==> src/hw/rtl/cbsm_pkg.sv <==
`timescale 1ns / 1ps

package cbsm_pkg;

   // Default bank size in kilobytes
   localparam int BANK_KB_DEFAULT = 16;

   localparam int ADDR_W     = 16;
   localparam int DATA_W     = 8;
   localparam int BANK_W     = 8;
   localparam int ROM_KB_W   = 13;
   localparam int OFFSET_W   = 12;
   localparam int CART_W     = 3;
   localparam int REQ_DATA_W = 24;
   localparam int RSP_DATA_W = 40;

   localparam logic [ADDR_W-1:0] WIN_LOW        = 16'h4000;
   localparam logic [ADDR_W-1:0] WIN_MID        = 16'h8000;
   localparam logic [ADDR_W-1:0] WIN_HIGH_LIMIT = 16'hC000;
   localparam logic [ADDR_W-1:0] WIN_ALT        = 16'hA000;
   localparam logic [ADDR_W-1:0] HOT_ZONE       = 16'hFF80;
   localparam logic [ADDR_W-1:0] NO_WINDOW      = 16'h0000;
   localparam logic [ROM_KB_W-1:0] ROM_SMALL_KB = 13'd64;

   typedef enum logic [CART_W-1:0] {
      CART_NORMAL     = 3'd0,
      CART_NORMAL_RAM = 3'd1,
      CART_SUPER      = 3'd2,
      CART_SUPER_RAM  = 3'd3,
      CART_SUPER_ROM  = 3'd4,
      CART_LARGE      = 3'd5,
      CART_ABSOLUTE   = 3'd6,
      CART_HOTSPOT    = 3'd7
   } cart_type_type;

   typedef enum logic {
      CSR_CART_TYPE   = 1'b0,
      CSR_ROM_SIZE_KB = 1'b1
   } csr_index_type;

endpackage

==> src/hw/rtl/cartridge_bank_switch_mapper_unit.sv <==
`timescale 1ns / 1ps

// Cartridge bank-switch mapper. Each request is one CPU write (address, data
// byte); each produces exactly one response giving the switch flag, the bank
// now held, the CPU base of the switched window and the bank's ROM offset in
// kilobytes. It takes one request per clock cycle unless stalled and presents its
// response in the next cycle from a single response register; bank_ff updates at
// the same edge. While a response is stalled (rsp_tready low) req_tready drops in
// the same cycle. The user writes cart_type and rom_size_kb through the csr_ port
// while no request is in flight; the block does not enforce this.
module cartridge_bank_switch_mapper_unit #(
   parameter int BANK_KB = cbsm_pkg::BANK_KB_DEFAULT
) (
   input  logic                                 clock,
   input  logic                                 reset,
   // req_tdata: cpu_address[15:0], write_data[23:16]
   input  logic                                 req_tvalid,
   output logic                                 req_tready,
   input  logic [cbsm_pkg::REQ_DATA_W-1:0]      req_tdata,
   // rsp_tdata: switched[0], current_bank[8:1], window_base[24:9],
   //            bank_offset_kb[36:25], zero[39:37]
   output logic                                 rsp_tvalid,
   input  logic                                 rsp_tready,
   output logic [cbsm_pkg::RSP_DATA_W-1:0]      rsp_tdata,
   input  logic                                 csr_we,
   input  logic                                 csr_index,
   input  logic [cbsm_pkg::ROM_KB_W-1:0]        csr_wdata
);

   localparam int PROD_W = $clog2(256 * BANK_KB + 1);
   localparam int CMP_W  = (PROD_W > cbsm_pkg::ROM_KB_W) ? PROD_W : cbsm_pkg::ROM_KB_W;
   localparam logic [CMP_W-1:0] BANK_KB_C = CMP_W'(BANK_KB);

   cbsm_pkg::cart_type_type            cart_type_ff;
   logic [cbsm_pkg::ROM_KB_W-1:0]      rom_size_ff;
   logic [cbsm_pkg::BANK_W-1:0]        bank_ff, bank_in;
   logic                               rsp_valid_ff, rsp_valid_in;
   logic [cbsm_pkg::RSP_DATA_W-1:0]    rsp_data_ff, rsp_data_in;

   logic                               req_accept;
   logic [cbsm_pkg::ADDR_W-1:0]        addr;
   logic [cbsm_pkg::DATA_W-1:0]        data;
   logic                               plain_super, small_rom, mask_bank, in_win;
   logic [CMP_W-1:0]                   rom_ext;
   logic [cbsm_pkg::BANK_W-1:0]        eff_data, data_inc, eff_bank;
   logic [CMP_W-1:0]                   upper_data, upper_raw, low_inc, low_abs, low_hot, off_prod;
   logic                               sw;
   logic [cbsm_pkg::ADDR_W-1:0]        base;
   logic [cbsm_pkg::BANK_W-1:0]        abs_bank, hot_bank;

   assign req_tready = !rsp_valid_ff || rsp_tready;
   assign req_accept = req_tvalid && req_tready;
   assign rsp_tvalid = rsp_valid_ff;
   assign rsp_tdata  = rsp_data_ff;

   assign addr = req_tdata[15:0];
   assign data = req_tdata[23:16];

   always_comb begin
      plain_super = (cart_type_ff inside {cbsm_pkg::CART_SUPER, cbsm_pkg::CART_SUPER_RAM,
                                          cbsm_pkg::CART_SUPER_ROM});
      small_rom   = rom_size_ff <= cbsm_pkg::ROM_SMALL_KB;
      mask_bank   = plain_super && small_rom;
      in_win      = (addr >= cbsm_pkg::WIN_MID) && (addr < cbsm_pkg::WIN_HIGH_LIMIT);
      rom_ext     = CMP_W'(rom_size_ff);

      eff_data = mask_bank ? {6'd0, data[1:0]} : data;
      data_inc = data + 8'd1;
      abs_bank = data - 8'd1;
      hot_bank = {5'd0, addr[2:0]};

      // (bank + 1) * size <= rom is the same as bank < rom / size
      upper_data = (CMP_W'(eff_data) + CMP_W'(1)) * BANK_KB_C;
      upper_raw  = (CMP_W'(data) + CMP_W'(1)) * BANK_KB_C;
      low_inc    = CMP_W'(data_inc) * BANK_KB_C;
      low_abs    = CMP_W'(abs_bank) * BANK_KB_C;
      low_hot    = CMP_W'(hot_bank) * BANK_KB_C;

      sw      = 1'b0;
      base    = cbsm_pkg::NO_WINDOW;
      bank_in = bank_ff;
      case (cart_type_ff)
         cbsm_pkg::CART_SUPER, cbsm_pkg::CART_SUPER_RAM, cbsm_pkg::CART_SUPER_ROM: begin
            if (in_win && upper_data <= rom_ext) begin
               sw      = 1'b1;
               base    = cbsm_pkg::WIN_MID;
               bank_in = data;
            end
         end
         cbsm_pkg::CART_LARGE: begin
            // store the bank after the one written
            if (in_win && upper_raw <= rom_ext && low_inc < rom_ext) begin
               sw      = 1'b1;
               base    = cbsm_pkg::WIN_MID;
               bank_in = data_inc;
            end
         end
         cbsm_pkg::CART_ABSOLUTE: begin
            if (addr == cbsm_pkg::WIN_MID && (data == 8'd1 || data == 8'd2)
                && low_abs < rom_ext) begin
               sw      = 1'b1;
               base    = cbsm_pkg::WIN_LOW;
               bank_in = abs_bank;
            end
         end
         cbsm_pkg::CART_HOTSPOT: begin
            if (addr >= cbsm_pkg::HOT_ZONE && low_hot < rom_ext) begin
               sw      = 1'b1;
               base    = cbsm_pkg::WIN_ALT;
               bank_in = hot_bank;
            end
         end
         default: begin
         end
      endcase

      eff_bank = mask_bank ? {6'd0, bank_in[1:0]} : bank_in;
      off_prod = CMP_W'(eff_bank) * BANK_KB_C;

      rsp_data_in = {3'd0, off_prod[cbsm_pkg::OFFSET_W-1:0], base, bank_in, sw};
      rsp_valid_in = req_accept ? 1'b1 : (rsp_tready ? 1'b0 : rsp_valid_ff);
   end

   always_ff @(posedge clock) begin
      if (reset) begin
         cart_type_ff <= cbsm_pkg::CART_NORMAL;
         rom_size_ff  <= '0;
         bank_ff      <= '0;
         rsp_valid_ff <= 1'b0;
      end else begin
         rsp_valid_ff <= rsp_valid_in;
         if (req_accept) begin
            bank_ff <= bank_in;
         end
         if (csr_we) begin
            case (csr_index)
               cbsm_pkg::CSR_CART_TYPE:
                  cart_type_ff <= cbsm_pkg::cart_type_type'(csr_wdata[cbsm_pkg::CART_W-1:0]);
               cbsm_pkg::CSR_ROM_SIZE_KB:
                  rom_size_ff  <= csr_wdata;
               default: begin
               end
            endcase
         end
      end
   end

   // hold the response while stalled
   always_ff @(posedge clock) begin
      if (req_accept) begin
         rsp_data_ff <= rsp_data_in;
      end
   end

endmodule
==> config.mk <==
export PLATFORM = sky130hd
export DESIGN_NAME = cartridge_bank_switch_mapper_unit
export DESIGN_NICKNAME = d
export VERILOG_FILES = /design/src/hw/rtl/cbsm_pkg.sv /design/src/hw/rtl/cartridge_bank_switch_mapper_unit.sv
export SDC_FILE = /design/constraint.sdc
export NUM_CORES = 1
export LEC_CHECK = 0
export BUFFER_PORTS_ARGS = -buffer_cell sky130_fd_sc_hd__clkbuf_2
export CAP_MARGIN = 5
export CORE_MARGIN = 1
export CORE_UTILIZATION = 53
export CTS_CLUSTER_DIAMETER = 40
export DETAILED_ROUTE_END_ITERATION = 8
export HOLD_SLACK_MARGIN = 0.12
export PLACE_DENSITY = 0.8
export SETUP_SLACK_MARGIN = 0.3
export SYNTH_ARGS = -nofsm -noshare
export SYNTH_HDL_FRONTEND = slang
export SYNTH_SLANG_ARGS = --single-unit
export TNS_END_PERCENT = 1
==> constraint.sdc <==
create_clock -name clock -period 4.47 [get_ports clock]
set_clock_uncertainty 0.1 [all_clocks]
set_input_delay 0.447 -clock clock [delete_from_list [all_inputs] [get_ports clock]]
set_output_delay 0.447 -clock clock [all_outputs]
set_load 0.05 [all_outputs]
---- Word-level counts from Yosys, hierarchy flattened ----
Index checks and enable logic that the tools add are counted.
storage, ports and cells
  flip-flop bits (word level) ............. 58
  output and inout port bits .............. 42
  logic and storage cells ................. 64
cells by class
  $add $sub $neg .......................... 4
  magnitude comparators ................... 9
  eq/ne operators ......................... 9
  multiplexer cells ....................... 18
  bitwise gates (word level) .............. 1
  reductions and logical operators ........ 17
operators by type and width
  cell                                                             number
  one-hot mux 16 bit (4 select lines)                              1
  two-way mux 16 bit                                               3
  two-way mux 8 bit                                                5
  >= comparator 16 bit, second input constant                      2
  one-hot mux 8 bit (4 select lines)                               1
  less-or-equal comparator 13 bit                                  2
  < comparator 12 x 13 -> 1 bit                                    2
  adder 8 x 1 -> 9 bit, second input constant                      2
  == test 16 bit, second input constant                            1
  < comparator 16 bit, second input constant                       1
  two-way mux 15 bit                                               1
  less-or-equal comparator 13 x 7 -> 1 bit, second input constant  1
  < comparator 7 x 13 -> 1 bit                                     1
  == test 3 bit, second input constant                             4
  logical AND 1 bit                                                9
  adder 8 x 1 -> 8 bit, second input constant                      1
  == test 8 x 1 -> 1 bit, second input constant                    1
  == test 8 x 2 -> 1 bit, second input constant                    1
  subtractor 8 x 1 -> 8 bit, second input constant                 1
  == test 3 x 2 -> 1 bit, second input constant                    2
  two-way mux 1 bit                                                6
  one-hot mux 1 bit (4 select lines)                               1
  AND reduction 2 bit                                              2
  nonzero test 3 bit                                               1
  5 further kinds                                                  6

---- Depth between registers and ports, before layout ----
  depth after elaboration ................. 9
  gate-level depth with buffers ........... 15
  mapped depth without buffers ............ 14

---- Least setup slack after synthesis ----
No wires, ideal clock.
  path kind ............................... register -> register
  from .................................... register rom_size_ff (netlist bit rom_ext[0])
  to ...................................... register bank_ff[2] (netlist name)
  library setup time ...................... 0.117 ns
  arrival ................................. 3.323 ns
  data required time ...................... 4.253 ns
  path slack .............................. 0.929 ns
  cell stages (with the launch flop) ...... 14
  buffers on the path ..................... 1
  period minus slack after synthesis ...... 3.541 ns
  path through ............................ dfxtp_1 -> nor4_1 -> a31oi_1 -> nor3_1 -> clkbuf_1 -> nor2_1 -> ha_1 -> a211oi_1 -> o21bai_1 -> a211o_1 -> a21oi_1 -> nor3_1 -> or4_1 -> a32o_1
between the ends
  longest elaborated chain between the ends .. 8
  elaborated cells on any way between the ends .. 19
RTL lines
  element                                   line                                      RTL
  from (decl)                               cartridge_bank_switch_mapper_unit.sv:35   logic [cbsm_pkg::ROM_KB_W-1:0] rom_size_ff;
  from (signal assigned)                    cartridge_bank_switch_mapper_unit.sv:140  rom_size_ff <= csr_wdata;
  less-or-equal comparator 13 x 7 -> 1 bit  cartridge_bank_switch_mapper_unit.sv:62   small_rom = rom_size_ff <= cbsm_pkg::ROM_SMALL_KB;
  logical AND 1 bit                         cartridge_bank_switch_mapper_unit.sv:63   mask_bank = plain_super && small_rom;
  two-way mux 8 bit                         cartridge_bank_switch_mapper_unit.sv:67   eff_data = mask_bank ? {6'd0, data[1:0]} : data;
  adder 8 x 1 -> 9 bit                      cartridge_bank_switch_mapper_unit.sv:73   upper_data = (CMP_W'(eff_data) + CMP_W'(1)) * BANK_KB_C;
  less-or-equal comparator 13 bit           cartridge_bank_switch_mapper_unit.sv:84   if (in_win && upper_data <= rom_ext) begin
  logical AND 1 bit                         cartridge_bank_switch_mapper_unit.sv:84
  two-way mux 8 bit                         cartridge_bank_switch_mapper_unit.sv:84
  one-hot mux 8 bit (4 select lines) (*)    cartridge_bank_switch_mapper_unit.sv:82   case (cart_type_ff)
  to (signal assigned)                      cartridge_bank_switch_mapper_unit.sv:133  bank_ff <= bank_in;
  to (decl)                                 cartridge_bank_switch_mapper_unit.sv:36   logic [cbsm_pkg::BANK_W-1:0] bank_ff, bank_in;
Every way passes the cells marked *; elsewhere a longest branch is shown, timed or not.
A chain may end at the register's enable or synchronous reset.

---- Final worst setup path ----
Ends and elaborated chain as after synthesis.

==> flow_summary.ini <==
[sta]
min_period_ns = 3.88
hold_violations = 0
fmax_ghz = 0.258
setup_viol_count_final = 0
relSlewSlack_pct = 53.6
rsz0062_at_grt = yes
tightest_slew_ns = 0.695
slew_violations = 0
fin_hold_ws_ns = 0.252
period_share_pct = 86.9
fin_ws_ns = 0.588
tns_ns = 0

[clocking]
cts_sinks = 43
cts_setup_buffers = 0
path_clk_slew_ns = 0.09
insertion_delay_ns = 0.30
cts_max_level = 2
cts_buffers = 5
cts_buffer_depth = 2
cts_tree = yes
root_buffer = clkbuf_8

[logic_synthesis]
ys_seq_area_share_pct = 33.0
ys_ff_latch = 43
synth_edf_count = 18
netlist_instances = 374
synth.distinct_cells = 57
synthTopCellsByCount = 45 x nand2_1, 34 x a21oi_1, 34 x inv_1
synth_top_area_share_pct = 17.1
synth_area_leaders = edfxtp_1 17%, dfxtp_1 16%, ha_1 12%
synth.most_common_cell = nand2_1
synth_ff_type = dfxtp_1
avgSynthCellArea_um2 = 8.43
syn_area_mm2 = 0.00315
yosys.area.top_type = edfxtp_1
async_reset_ff_share_pct = 0
ys_warn_count = 0

[placed_design]
place_inst = 496
dpl_worst_slack_ns = 0.630
port_buffers = 64
gp_congestion = 0.968
place_hpwl_mm = 6.11

[grt]
track_usage_pct = 26.0
grt_overflow = 0
first_global_vias = 2613
grt_pass1_wl_mm = 12.5
grt_antenna_before_repair = 0
grt_max_degree = 27

[critical_path]
cp_max_fo = 13
cp-endpoint = bank_ff[2]
crit_top_cell = nor3_1
cp_data_arrival_time_ns = 3.98
required_ns = 4.57
slowest_stage = nor4_1
critPathLaunchType = register
r2r_cells = 14
ff2ff_setup_slack_ns = 0.59
critPathKind = register to register
cpPeakStageDelay_ns = 0.62
cp_cell_sequence = nor4_1 > a31oi_1 > nor3_1 > buf_4 > nand2b_1 > xnor2_1 > ha_1 > and4_1 > nand4_1 > o22a_1 > a21oi_1 > nor3_1 > or4_1 > a32o_1
worstReg2RegStart = rom_ext[0]
r2r-end = bank_ff[2]
end_kind = register
crit_start = rom_ext[0]

[drt]
drcViolationCount = 0
via_count = 2889
viasPerCell = 5.73
dr.pass1.iters = 4
antenna_left = 0
drt_iter0_drc = 168
wl_per_cell_um = 15.4
routed_wl_mm = 7.77

[die]
row_count = 27
die_w_um = 79.1
die_h_um = 79.1
die_area_mm2 = 0.00626
start_util_pct = 56.2
pin_count = 85
core_area_mm2 = 0.00561

[layout]
final_nets = 504
synthToLayoutAreaGrowth_pct = 13.2
layoutNonFillerInstCount = 504
nFillCells = 507
layout-drive-gt1-share_pct = 19.4
diodes = 0

[hold_path]
min_path_cells = 3
worstHoldPathType = input pin to register

[power_and_ir_drop]
finalPower_mw = 1.10
p_per_area_mw_per_mm2 = 308
peakVddDrop_v = 0.000190
power_leakage_nw = 1.58

[job]
drv_cap = 0

[outcome]
outcome = finished, final reports clean
## cell families (layout without fill, tap and decap cells)
group	count (synthesis)	in the layout	share of synthesized area, %
compound gates	84	84	18.4
xor+xnor	13	13	3.61
fa+ha+maj	30	30	11.9
buf+inv	68	107	10.7
flops	43	43	33.0
mux	1	1	0.317
other cells	1	20	0.119
simple gates	134	134	21.9
## flip-flops by register name, indices dropped and copies added (netlist names)
signal and flops:
rom_ext 13, rsp_tdata 18, cart_type_ff 3, rsp_tvalid 1
bank_ff 8
## power by group
part | switching [mW] | internal [mW] | total (mW) | leakage, nW
combinational | 0.209 | 0.0866 | 0.296 | 1.13
sequential | 0.0106 | 0.429 | 0.439 | 0.386
clock | 0.140 | 0.223 | 0.363 | 0.0644
## worst min-delay path by stage
stage / startpoint / to
final: csr_wdata[12] / rom_ext[12]
after global routing: csr_wdata[8] / rom_ext[8]
after CTS: csr_wdata[12] / rom_ext[12]
after detailed placement: rom_ext[4] / rom_ext[4]
after global placement: rom_ext[6] / rom_ext[6]
after floorplan: rom_ext[4] / rom_ext[4]
## stage by stage
stage          instance area (um2)  utilization, %
2_1_floorplan                 3230               -
3_3_place_gp                  3430            61.2
3_5_place_dp                  3430            61.2
4_1_cts                       3570            63.6
5_1_grt                       3570            63.7
6_report                      3570            63.7
## cells in the final DEF, fill, tap and decap left out, types with 5 or more instances in the layout
cell type / instances
nor3_1: 7
nand4_1: 6
nand3_1: 21
dfxtp_1: 25
ha_1: 30
a21o_1: 7
inv_1: 34
nor2_1: 18
a21oi_1: 33
o21ai_0: 5
edfxtp_1: 18
clkbuf_8: 5
o32ai_1: 7
xnor2_1: 8
nand2b_1: 6
nor4_1: 6
conb_1: 20
nand2_1: 45
clkbuf_2: 64
xor2_1: 5
## cell type report
cell class,instances,area (um2),share of cell area [%]
well taps,72,90.1,2.52
multi-input cells,282,1850,51.8
inverters,34,128,3.57
clock inverters,3,67.6,1.89
repair buffers,65,328,9.18
flip-flops and latches,43,1040,29.1
clock buffers,5,68.8,1.93
## layer usage
| metal | track usage (%) | wire length [um] | vias to the layer above |
|---|---|---|---|
| met5 | 0 | 0 | - |
| met4 | 12.2 | 294 | 0 |
| met3 | 4.94 | 561 | 24 |
| met2 | 41.4 | 3550 | 132 |
| met1 | 33.9 | 3370 | 1308 |
| li1 | - | - | 1425 |
## what timing repair did
action / in CTS / in global routing
resized for setup: 0 / 1
hold buffers: 0 / 0
endpoints found under the setup margin: 0 / 9
## critical path: cells and delay by family, from the launching register on
| family | cells | cell delay, ns |
|---|---|---|
| simple gates | 7 | 1.83 |
| compound gates | 4 | 0.91 |
| flops | 1 | 0.33 |
| fa+ha+maj | 1 | 0.30 |
| buf+inv | 1 | 0.24 |
| xor+xnor | 1 | 0.07 |
Note: power is estimated with default switching activity, not from simulation.
